## src/rtl/core/assert_macros.svh

```systemverilog
// Assertion macros shared by the packed alpha bitmap unpacker RTL.
// No dependencies; included by the files that carry concurrent assertions.
`ifndef ASSERT_MACROS_SVH
`define ASSERT_MACROS_SVH

// Assertion on an explicit clock and active-low reset.
`define PABU_ASSERT_CLK(label, clk, rst_n, prop, msg) \
  label: assert property (@(posedge clk) disable iff (!rst_n) prop) else $error(msg);

// Assertion on the block's usual clock_i / rst_ni pair.
`define PABU_ASSERT(label, prop, msg) \
  `PABU_ASSERT_CLK(label, clk_i, rst_ni, prop, msg)

`endif

```

## src/rtl/core/pabu_pkg.sv

```systemverilog
// Package of the packed alpha bitmap unpacker: types, register codes and
// pixel expansion helpers. No dependencies.
package pabu_pkg;

  localparam int unsigned MaxGlyphSideDef = 256;
  localparam int unsigned CfgSideW        = 9;
  localparam int unsigned CfgAddrW        = 4;
  localparam int unsigned CfgDataW        = 32;

  typedef enum logic [1:0] {
    BPP_1 = 2'd0,
    BPP_2 = 2'd1,
    BPP_4 = 2'd2,
    BPP_8 = 2'd3
  } bpp_mode_e;

  typedef enum logic [1:0] {
    REG_BPP_MODE    = 2'd0,
    REG_ROW_ALIGNED = 2'd1,
    REG_GLYPH_WIDTH = 2'd2,
    REG_GLYPH_HEIGHT = 2'd3
  } cfg_reg_e;

  typedef struct packed {
    bpp_mode_e             bpp_mode;
    logic                  row_byte_aligned;
    logic [CfgSideW-1:0]   glyph_width;
    logic [CfgSideW-1:0]   glyph_height;
  } cfg_t;

  typedef struct packed {
    logic [7:0] alpha;
    logic [7:0] pixel_column;
    logic [7:0] pixel_row;
    logic       row_end;
    logic       glyph_end;
    logic       last_of_byte;
  } pixel_t;

  // Number of bits one pixel occupies.
  function automatic logic [3:0] bpp_bits(bpp_mode_e mode);
    logic [3:0] bits;
    unique case (mode)
      BPP_1:   bits = 4'd1;
      BPP_2:   bits = 4'd2;
      BPP_4:   bits = 4'd4;
      default: bits = 4'd8;
    endcase
    return bits;
  endfunction

  // Expands the pixel in the top bits of the byte to 0..255. Replicating the
  // value is the same as multiplying by 255, 85 or 17.
  function automatic logic [7:0] expand_alpha(logic [7:0] data, bpp_mode_e mode);
    logic [7:0] a;
    unique case (mode)
      BPP_1:   a = {8{data[7]}};
      BPP_2:   a = {4{data[7:6]}};
      BPP_4:   a = {2{data[7:4]}};
      default: a = data;
    endcase
    return a;
  endfunction

endpackage

```

## src/rtl/core/pabu_if.sv

```systemverilog
// Valid/ready channel interfaces for the packed alpha bitmap unpacker.
// Depends on nothing; the input and result transactions each have one.
interface pabu_in_if;
  logic       valid;
  logic       ready;
  logic [7:0] packed_byte;
  logic       glyph_start;

  modport source (output valid, output packed_byte, output glyph_start, input ready);
  modport sink   (input valid, input packed_byte, input glyph_start, output ready);
endinterface

interface pabu_out_if;
  logic       valid;
  logic       ready;
  logic [7:0] alpha;
  logic [7:0] pixel_column;
  logic [7:0] pixel_row;
  logic       row_end;
  logic       glyph_end;
  logic       last_of_byte;

  modport source (output valid, output alpha, output pixel_column, output pixel_row,
                  output row_end, output glyph_end, output last_of_byte, input ready);
  modport sink   (input valid, input alpha, input pixel_column, input pixel_row,
                  input row_end, input glyph_end, input last_of_byte, output ready);
endinterface

```

## src/rtl/core/packed_alpha_bitmap_unpacker.sv

```systemverilog
// Top level of the packed alpha bitmap unpacker.
// Depends on pabu_pkg, pabu_if, pabu_cfg, pabu_core and pabu_outreg.
//
//   Channel  Direction  Transaction
//   in_ch    sink       one packed bitmap byte plus glyph start flag
//   out_ch   source     one expanded alpha pixel with position and end flags
//   APB      slave      write or read of one configuration register
//
// One pixel leaves per cycle while the result channel is ready. A byte holds 8,
// 4, 2 or 1 pixels at 1, 2, 4 or 8 bits per pixel, fewer when the glyph, or
// with row alignment a row, ends in it; a byte outside any glyph is dropped.
// The byte register and its shifter set this rate, emitting one pixel per cycle
// while the result register has room. The next byte is taken in the cycle that
// the current byte's last pixel goes into the result register. A stalled result
// channel holds the result and byte registers; reset leaves no glyph active.
module packed_alpha_bitmap_unpacker import pabu_pkg::*; #(
  parameter int unsigned MAX_GLYPH_SIDE = MaxGlyphSideDef
) (
  input  logic                clk_i,
  input  logic                rst_ni,
  pabu_in_if.sink             in_ch,
  pabu_out_if.source          out_ch,
  input  logic                psel,
  input  logic                penable,
  input  logic                pwrite,
  input  logic [CfgAddrW-1:0] paddr,
  input  logic [CfgDataW-1:0] pwdata,
  output logic [CfgDataW-1:0] prdata,
  output logic                pready
);

  // Configuration, written by the user only while the block is idle; the block does not enforce it.
  cfg_t   cfg;
  // Pixel handed from the unpacker to the result register.
  pixel_t pix;
  logic   emit;
  logic   space;

  pabu_cfg u_cfg (
    .clk_i   (clk_i),
    .rst_ni  (rst_ni),
    .psel    (psel),
    .penable (penable),
    .pwrite  (pwrite),
    .paddr   (paddr),
    .pwdata  (pwdata),
    .prdata  (prdata),
    .pready  (pready),
    .cfg_o   (cfg)
  );

  // The unpacker holds the current byte, tracks column, row and the glyph state,
  // and produces one pixel for a glyph byte whenever the result register has room.
  pabu_core #(
    .MAX_GLYPH_SIDE (MAX_GLYPH_SIDE)
  ) u_core (
    .clk_i   (clk_i),
    .rst_ni  (rst_ni),
    .in_ch   (in_ch),
    .cfg_i   (cfg),
    .space_i (space),
    .emit_o  (emit),
    .pix_o   (pix)
  );

  // The result register holds a pixel for the result channel; the unpacker stalls while it waits.
  pabu_outreg u_outreg (
    .clk_i   (clk_i),
    .rst_ni  (rst_ni),
    .emit_i  (emit),
    .pix_i   (pix),
    .space_o (space),
    .out_ch  (out_ch)
  );

endmodule

```

## src/rtl/core/pabu_cfg.sv

```systemverilog
// APB configuration registers of the packed alpha bitmap unpacker.
// Depends on pabu_pkg.
module pabu_cfg import pabu_pkg::*; (
  input  logic                clk_i,
  input  logic                rst_ni,
  input  logic                psel,
  input  logic                penable,
  input  logic                pwrite,
  input  logic [CfgAddrW-1:0] paddr,
  input  logic [CfgDataW-1:0] pwdata,
  output logic [CfgDataW-1:0] prdata,
  output logic                pready,
  output cfg_t                cfg_o
);

  cfg_t     cfg_q, cfg_d;
  cfg_reg_e sel;
  logic     wr_en;

  assign sel    = cfg_reg_e'(paddr[CfgAddrW-1:2]);
  assign wr_en  = psel && penable && pwrite;
  assign pready = 1'b1;
  assign cfg_o  = cfg_q;

  always_comb begin
    cfg_d = cfg_q;
    if (wr_en) begin
      unique case (sel)
        REG_BPP_MODE:     cfg_d.bpp_mode         = bpp_mode_e'(pwdata[1:0]);
        REG_ROW_ALIGNED:  cfg_d.row_byte_aligned = pwdata[0];
        REG_GLYPH_WIDTH:  cfg_d.glyph_width      = pwdata[CfgSideW-1:0];
        default:          cfg_d.glyph_height     = pwdata[CfgSideW-1:0];
      endcase
    end
  end

  always_comb begin
    unique case (sel)
      REG_BPP_MODE:    prdata = CfgDataW'(cfg_q.bpp_mode);
      REG_ROW_ALIGNED: prdata = CfgDataW'(cfg_q.row_byte_aligned);
      REG_GLYPH_WIDTH: prdata = CfgDataW'(cfg_q.glyph_width);
      default:         prdata = CfgDataW'(cfg_q.glyph_height);
    endcase
  end

  always_ff @(posedge clk_i or negedge rst_ni) begin
    if (!rst_ni) begin
      cfg_q.bpp_mode         <= BPP_8;
      cfg_q.row_byte_aligned <= 1'b0;
      cfg_q.glyph_width      <= CfgSideW'(1);
      cfg_q.glyph_height     <= CfgSideW'(1);
    end else begin
      cfg_q <= cfg_d;
    end
  end

endmodule

```

## src/rtl/core/pabu_core.sv

```systemverilog
// Byte register, position counters and per-pixel unpacking logic.
// Depends on pabu_pkg, pabu_if and assert_macros.svh.
`include "assert_macros.svh"
module pabu_core import pabu_pkg::*; #(
  parameter int unsigned MAX_GLYPH_SIDE = MaxGlyphSideDef
) (
  input  logic   clk_i,
  input  logic   rst_ni,
  pabu_in_if.sink in_ch,
  input  cfg_t   cfg_i,
  input  logic   space_i,
  output logic   emit_o,
  output pixel_t pix_o
);

  localparam int unsigned CW = $clog2(MAX_GLYPH_SIDE);
  localparam int unsigned SW = CW + 1;
  localparam int unsigned LW = (SW > CfgSideW) ? SW : CfgSideW;
  localparam int unsigned PW = (CW > 8) ? CW : 8;

  logic          proc_valid_q, proc_valid_d;
  logic [7:0]    byte_q, byte_d;
  logic          start_q, start_d;
  logic [3:0]    off_q, off_d;
  logic [CW-1:0] col_q, col_d, row_q, row_d;
  logic          complete_q, complete_d;

  logic [CW-1:0] eff_col, eff_row;
  logic          eff_complete;
  logic [3:0]    bpp, next_off;
  logic [LW-1:0] w_ext, h_ext;
  logic [SW-1:0] width_c, height_c;
  logic          row_done, glyph_done, last_pix;
  logic          advance, proc_done, accept;
  logic [PW-1:0] col_ext, row_ext;

  // A glyph start takes effect when its byte reaches the first pixel.
  assign eff_col      = start_q ? '0 : col_q;
  assign eff_row      = start_q ? '0 : row_q;
  assign eff_complete = complete_q && !start_q;

  assign bpp      = bpp_bits(cfg_i.bpp_mode);
  assign next_off = off_q + bpp;

  always_comb begin
    w_ext = LW'(cfg_i.glyph_width);
    h_ext = LW'(cfg_i.glyph_height);
    if (w_ext == '0) begin
      w_ext = LW'(1);
    end else if (w_ext > LW'(MAX_GLYPH_SIDE)) begin
      w_ext = LW'(MAX_GLYPH_SIDE);
    end
    if (h_ext == '0) begin
      h_ext = LW'(1);
    end else if (h_ext > LW'(MAX_GLYPH_SIDE)) begin
      h_ext = LW'(MAX_GLYPH_SIDE);
    end
  end
  assign width_c  = w_ext[SW-1:0];
  assign height_c = h_ext[SW-1:0];

  assign row_done   = (SW'(eff_col) + SW'(1)) >= width_c;
  assign glyph_done = row_done && ((SW'(eff_row) + SW'(1)) >= height_c);
  assign last_pix   = next_off[3] || glyph_done || (row_done && cfg_i.row_byte_aligned);

  assign advance   = proc_valid_q && space_i;
  assign emit_o    = advance && !eff_complete;
  assign proc_done = advance && (eff_complete || last_pix);

  assign in_ch.ready = !proc_valid_q || proc_done;
  assign accept      = in_ch.valid && in_ch.ready;

  assign col_ext            = PW'(eff_col);
  assign row_ext            = PW'(eff_row);
  assign pix_o.alpha        = expand_alpha(byte_q, cfg_i.bpp_mode);
  assign pix_o.pixel_column = col_ext[7:0];
  assign pix_o.pixel_row    = row_ext[7:0];
  assign pix_o.row_end      = row_done;
  assign pix_o.glyph_end    = glyph_done;
  assign pix_o.last_of_byte = last_pix;

  always_comb begin
    proc_valid_d = proc_valid_q;
    byte_d       = byte_q;
    start_d      = start_q;
    off_d        = off_q;
    if (accept) begin
      proc_valid_d = 1'b1;
      byte_d       = in_ch.packed_byte;
      start_d      = in_ch.glyph_start;
      off_d        = '0;
    end else if (proc_done) begin
      proc_valid_d = 1'b0;
    end else if (emit_o) begin
      byte_d  = byte_q << bpp;
      off_d   = next_off;
      start_d = 1'b0;
    end
  end

  always_comb begin
    col_d      = col_q;
    row_d      = row_q;
    complete_d = complete_q;
    if (emit_o) begin
      complete_d = glyph_done;
      if (row_done) begin
        col_d = '0;
        row_d = glyph_done ? eff_row : eff_row + CW'(1);
      end else begin
        col_d = eff_col + CW'(1);
        row_d = eff_row;
      end
    end
  end

  always_ff @(posedge clk_i or negedge rst_ni) begin
    if (!rst_ni) begin
      proc_valid_q <= 1'b0;
      byte_q       <= '0;
      start_q      <= 1'b0;
      off_q        <= '0;
      col_q        <= '0;
      row_q        <= '0;
      complete_q   <= 1'b1;
    end else begin
      proc_valid_q <= proc_valid_d;
      byte_q       <= byte_d;
      start_q      <= start_d;
      off_q        <= off_d;
      col_q        <= col_d;
      row_q        <= row_d;
      complete_q   <= complete_d;
    end
  end

  `PABU_ASSERT(a_glyph_end_completes, emit_o && glyph_done |=> complete_q, "glyph end not recorded")
  `PABU_ASSERT(a_complete_col_zero, complete_q |-> col_q == '0, "column left non-zero after glyph")
  `PABU_ASSERT(a_busy_blocks_input, proc_valid_q && !proc_done |-> !in_ch.ready, "input taken while byte still unpacking")
  `PABU_ASSERT(a_offset_in_byte, proc_valid_q |-> !off_q[3], "bit offset ran past the byte")

endmodule

```

## src/rtl/core/pabu_outreg.sv

```systemverilog
// Result register that decouples pixel generation from the result channel.
// Depends on pabu_pkg and pabu_if.
module pabu_outreg import pabu_pkg::*; (
  input  logic    clk_i,
  input  logic    rst_ni,
  input  logic    emit_i,
  input  pixel_t  pix_i,
  output logic    space_o,
  pabu_out_if.source out_ch
);

  logic   valid_q, valid_d;
  pixel_t pix_q, pix_d;

  assign space_o = !valid_q || out_ch.ready;

  always_comb begin
    valid_d = valid_q;
    pix_d   = pix_q;
    if (emit_i) begin
      valid_d = 1'b1;
      pix_d   = pix_i;
    end else if (out_ch.ready) begin
      valid_d = 1'b0;
    end
  end

  always_ff @(posedge clk_i or negedge rst_ni) begin
    if (!rst_ni) begin
      valid_q <= 1'b0;
    end else begin
      valid_q <= valid_d;
    end
  end

  always_ff @(posedge clk_i) begin
    pix_q <= pix_d;
  end

  assign out_ch.valid        = valid_q;
  assign out_ch.alpha        = pix_q.alpha;
  assign out_ch.pixel_column = pix_q.pixel_column;
  assign out_ch.pixel_row    = pix_q.pixel_row;
  assign out_ch.row_end      = pix_q.row_end;
  assign out_ch.glyph_end    = pix_q.glyph_end;
  assign out_ch.last_of_byte = pix_q.last_of_byte;

endmodule
```

## src/flat_wrapper.sv

```systemverilog
// flat-port wrapper written by rule: the top's interface ports become plain ports
module packed_alpha_bitmap_unpacker_flat import pabu_pkg::*;
#(
  parameter int unsigned MAX_GLYPH_SIDE = MaxGlyphSideDef
)
  (clk_i, rst_ni, psel, penable, pwrite, paddr, pwdata, prdata, pready, in_ch_valid, in_ch_packed_byte, in_ch_glyph_start, in_ch_ready, out_ch_valid, out_ch_alpha, out_ch_pixel_column, out_ch_pixel_row, out_ch_row_end, out_ch_glyph_end, out_ch_last_of_byte, out_ch_ready);
  pabu_in_if in_ch_i ();
  pabu_out_if out_ch_i ();
  input  logic clk_i;
  input  logic rst_ni;
  input  logic psel;
  input  logic penable;
  input  logic pwrite;
  input  logic [CfgAddrW-1:0] paddr;
  input  logic [CfgDataW-1:0] pwdata;
  output logic [CfgDataW-1:0] prdata;
  output logic pready;
  input wire logic [$bits(in_ch_i.valid)-1:0] in_ch_valid;
  input wire logic [$bits(in_ch_i.packed_byte)-1:0] in_ch_packed_byte;
  input wire logic [$bits(in_ch_i.glyph_start)-1:0] in_ch_glyph_start;
  output wire logic [$bits(in_ch_i.ready)-1:0] in_ch_ready;
  output wire logic [$bits(out_ch_i.valid)-1:0] out_ch_valid;
  output wire logic [$bits(out_ch_i.alpha)-1:0] out_ch_alpha;
  output wire logic [$bits(out_ch_i.pixel_column)-1:0] out_ch_pixel_column;
  output wire logic [$bits(out_ch_i.pixel_row)-1:0] out_ch_pixel_row;
  output wire logic [$bits(out_ch_i.row_end)-1:0] out_ch_row_end;
  output wire logic [$bits(out_ch_i.glyph_end)-1:0] out_ch_glyph_end;
  output wire logic [$bits(out_ch_i.last_of_byte)-1:0] out_ch_last_of_byte;
  input wire logic [$bits(out_ch_i.ready)-1:0] out_ch_ready;
  assign in_ch_i.valid = in_ch_valid;
  assign in_ch_i.packed_byte = in_ch_packed_byte;
  assign in_ch_i.glyph_start = in_ch_glyph_start;
  assign in_ch_ready = in_ch_i.ready;
  assign out_ch_valid = out_ch_i.valid;
  assign out_ch_alpha = out_ch_i.alpha;
  assign out_ch_pixel_column = out_ch_i.pixel_column;
  assign out_ch_pixel_row = out_ch_i.pixel_row;
  assign out_ch_row_end = out_ch_i.row_end;
  assign out_ch_glyph_end = out_ch_i.glyph_end;
  assign out_ch_last_of_byte = out_ch_i.last_of_byte;
  assign out_ch_i.ready = out_ch_ready;
  packed_alpha_bitmap_unpacker #(.MAX_GLYPH_SIDE(MAX_GLYPH_SIDE)) u_core (.clk_i(clk_i), .rst_ni(rst_ni), .in_ch(in_ch_i), .out_ch(out_ch_i), .psel(psel), .penable(penable), .pwrite(pwrite), .paddr(paddr), .pwdata(pwdata), .prdata(prdata), .pready(pready));
endmodule
```

## config.mk

```make
export PLATFORM = sky130hd
export DESIGN_NAME = packed_alpha_bitmap_unpacker_flat
export DESIGN_NICKNAME = d
export VERILOG_FILES = /design/src/rtl/core/pabu_pkg.sv /design/src/rtl/core/pabu_if.sv /design/src/rtl/core/packed_alpha_bitmap_unpacker.sv /design/src/rtl/core/pabu_cfg.sv /design/src/rtl/core/pabu_core.sv /design/src/rtl/core/pabu_outreg.sv /design/src/flat_wrapper.sv
export VERILOG_INCLUDE_DIRS = /design/src /design/src/rtl/core
export SDC_FILE = /design/constraint.sdc
export NUM_CORES = 1
export LEC_CHECK = 0
export BUFFER_PORTS_ARGS = -buffer_cell sky130_fd_sc_hd__buf_2
export CORE_ASPECT_RATIO = 1.5
export CORE_MARGIN = 2
export CORE_UTILIZATION = 35
export CTS_CLUSTER_DIAMETER = 50
export DETAILED_ROUTE_END_ITERATION = 6
export HOLD_SLACK_MARGIN = 0.02
export SLEW_MARGIN = 30
export SYNTH_ARGS = -nofsm -noshare
export SYNTH_HDL_FRONTEND = slang
export SYNTH_HIERARCHICAL = 1
export SYNTH_SLANG_ARGS = --single-unit
export TNS_END_PERCENT = 20
```

## constraint.sdc

```tcl
create_clock -name clk_i -period 9.02 [get_ports clk_i]
set_input_delay 1.353 -clock clk_i [delete_from_list [all_inputs] [get_ports clk_i]]
set_output_delay 1.353 -clock clk_i [all_outputs]
set_load 0.02 [all_outputs]
```

==> results.ini <==
[outcome]
status = finished, final reports clean

[route]
drc_errors = 0
vias = 3541
drt_iter0_markers = 154
antenna_left = 0
avgRoutedWirePerCell_um = 14.8
routed_wl_mm = 10.3
vias_per_cell = 5.07
drtPass1Iterations = 4

[setup_path]
required_ns = 7.67
r2r_slack_ns = 5.06
endpoint_kind = output pin
worstPathArrival_ns = 3.68
cp_max_fo = 30
worstSetupStartpointType = flop
worstSetupPathType = reg2out

[cts]
clk_pin_slew_ns = 0.06
clock_latency_ns = 0.34
numCtsBuffers = 9
clockBufferDepth = 2
cts_setup_buffers = 0
ctsResizeCount = 0
hold_buffers = 0
cts_tree = done
cts_root_buf = clkbuf_16
h-tree-depth = 3
cts_sinks = 80

[timing]
post-route-period-util_pct = 55.8
setup_violations = 0
tightest_slew_ns = 0.698
setup_tns_ns = 0
fin_skew_ns = 0.00605
max_freq_mhz = 199
fin_crit_ns = 5.03
slew_viol_final = 0
hold_violations = 0
max_slew_margin_pct = 53.5
rsz0062_at_grt = false

[power_and_ir_drop]
power_density_nw_per_um2 = 337
comb_power_share_pct = 43.6
ir_drop_mv = 0.117
leakagePower_nw = 2.58
intPower_mw = 1.13
p_sw_share_pct = 40.1
p_total_mw = 1.88
clockPowerShare_pct = 22.4
p_switching_mw = 0.753
p_seq_share_pct = 34.1

[placed_design]
placed_cell_area_um2 = 5240
hpwlAfterDp_mm = 7.64
gp_congestion = 0.793
io_buffers = 64
dp.cells = 682

[synth]
synthFlopType = dfrtp_1
async_flop_share_pct = 66.3
syn_area_um2 = 4900
syn_area_per_cell_um2 = 10.3
synth-seq-cells = 80
ys_warn_count = 6
synth_cell_types = 57
synth_cells = 476
seq_area_frac_synth_pct = 43.8
synth_edf_count = 27

[final_layout]
final_common_cell = nand2_1
n_fill_cell = 1313
final_area_um2 = 5580
final_core_utilization_pct = 41.1
layout-drive-gt1-share_pct = 24.3
nNetsFinal = 614
area_growth_pct = 14.1
layout_common_cells = nand2_1, buf_2, dfrtp_1
finalNonFillerCells = 698
num_antenna_cells = 0

[worst_hold_path]
hp-class = reg2reg

[die]
start_util_pct = 36.0
core_area_um2 = 13600
die-area_um2 = 15000
fp.dieH_um = 149
rows = 52
die_w_um = 101
num_io_pins = 114

[global_routing]
grt_max_degree = 54
grt_usage_pct = 14.4
grt_pass1_wl_mm = 17.0
antenna_found_initial = 0
grt_pass1_vias = 3437
grt_overflow = 0

[job]
drv_cap = 0

[cells in the mapped netlist (3+ instances only)]
| master | n | area (µm²) |
|---|---|---|
| a211oi_1 | 4 | 30.0 |
| a21oi_1 | 19 | 95.1 |
| a221o_1 | 3 | 30.0 |
| a22o_1 | 5 | 43.8 |
| buf_2 | 3 | 15.0 |
| buf_4 | 29 | 218 |
| clkbuf_1 | 12 | 45.0 |
| dfrtp_1 | 48 | 1200 |
| dfstp_2 | 5 | 131 |
| edfxtp_1 | 27 | 811 |
| ha_1 | 30 | 375 |
| inv_1 | 9 | 33.8 |
| mux2_2 | 20 | 225 |
| mux2_4 | 9 | 135 |
| mux2i_1 | 14 | 140 |
| nand2_1 | 69 | 259 |
| nand2b_1 | 3 | 18.8 |
| nand3_1 | 19 | 95.1 |
| nor2_1 | 24 | 90.1 |
| nor2b_1 | 28 | 175 |
| nor3_1 | 9 | 45.0 |
| nor4_1 | 4 | 25.0 |
| o211ai_1 | 3 | 22.5 |
| o21ai_0 | 26 | 130 |
| o31ai_1 | 5 | 37.5 |
| xnor2_1 | 3 | 26.3 |
| xor2_1 | 7 | 61.3 |
[worst max-delay path, stage by stage, from the launching register on]
cell	delay, ns
dfrtp_1	0.38
buf_4	0.23
nor2b_1	0.28
ha_1	0.31
nand3_1	0.14
o21ai_0	0.18
o31ai_1	0.10
ha_1	0.31
a21oi_1	0.07
o21ai_0	0.50
nor2_1	0.08
a21o_2	0.28
a31o_2	0.21
nand2_1	0.07
buf_2	0.18
[per-layer routing]
layer / GRT usage [%] / routed length [µm]
met3: 3.00 / 433
met4: 6.16 / 194
met5: 0 / 0
met1: 17.7 / 4370
met2: 24.4 / 5320
[power by group through the flow]
stage	logic (mW)	registers, mW	clock network (mW)
after floorplan	0.564	0.698	0
after global placement	0.804	0.643	0
after detailed placement	0.826	0.648	0
after CTS	0.829	0.641	0.428
after global routing	0.912	0.659	0.447
final	0.819	0.640	0.420
[path summary, 6_finish.rpt]
path	start	end	cells after the start
max	u_core/u_core/start_q	in_ch_ready	14
min	u_core/u_core/col_q[4]	u_core/u_core/col_q[4]	2
max reg2reg	u_core/u_core/start_q	u_core/u_core/byte_q[5]	14
min reg2reg	u_core/u_core/col_q[4]	u_core/u_core/col_q[4]	2
max in group asynchronous	rst_ni	u_core/u_outreg/out_ch.valid	2
min in group asynchronous	rst_ni	u_core/u_cfg/cfg_o[16]	2
[state kept, by name, indices dropped and copies added (netlist names)]
signal,count
u_core/u_cfg/cfg_o,21
u_core/u_core/byte_q,8
u_core/u_core/col_q,8
u_core/u_core/row_q,8
u_core/u_outreg/out_ch.alpha,8
u_core/u_outreg/out_ch.pixel_column,8
u_core/u_outreg/out_ch.pixel_row,8
u_core/u_core/off_q,4
u_core/u_core/complete_q,1
u_core/u_core/proc_valid_q,1
u_core/u_core/start_q,1
u_core/u_outreg/out_ch.glyph_end,1
u_core/u_outreg/out_ch.last_of_byte,1
u_core/u_outreg/out_ch.row_end,1
u_core/u_outreg/out_ch.valid,1
[logic make-up after synthesis]
group | after synthesis | share of synthesized area (%)
compound gates | 80 | 11.0
xor+xnor | 11 | 2.12
fa+ha+maj | 31 | 8.08
buf+inv | 57 | 6.82
flops | 80 | 43.8
mux | 45 | 11.1
other cells | 2 | 0.153
simple gates | 170 | 16.9
[final cells by class]
cell class                      count  area (µm²)  share of cell area, %
Clock buffer                       10         229                   4.10
Clock inverter                      6         116                   2.08
Inverter                           11        41.3                  0.739
Multi-Input combinational cell    361        2500                   44.8
Sequential cell                    80        2140                   38.4
Tap cell                          162         203                   3.63
Timing Repair Buffer               68         350                   6.27
[metrics by stage]
stage / hold slack, ns / setup slack [ns]
after global routing: 0.534 / 3.69
final: 0.514 / 3.99
after global placement: 0.489 / 4.37
after CTS: 0.513 / 3.96
after detailed placement: 0.494 / 4.33
after floorplan: 0.464 / 4.62
No activity file was read; power rests on OpenSTA's default activity.
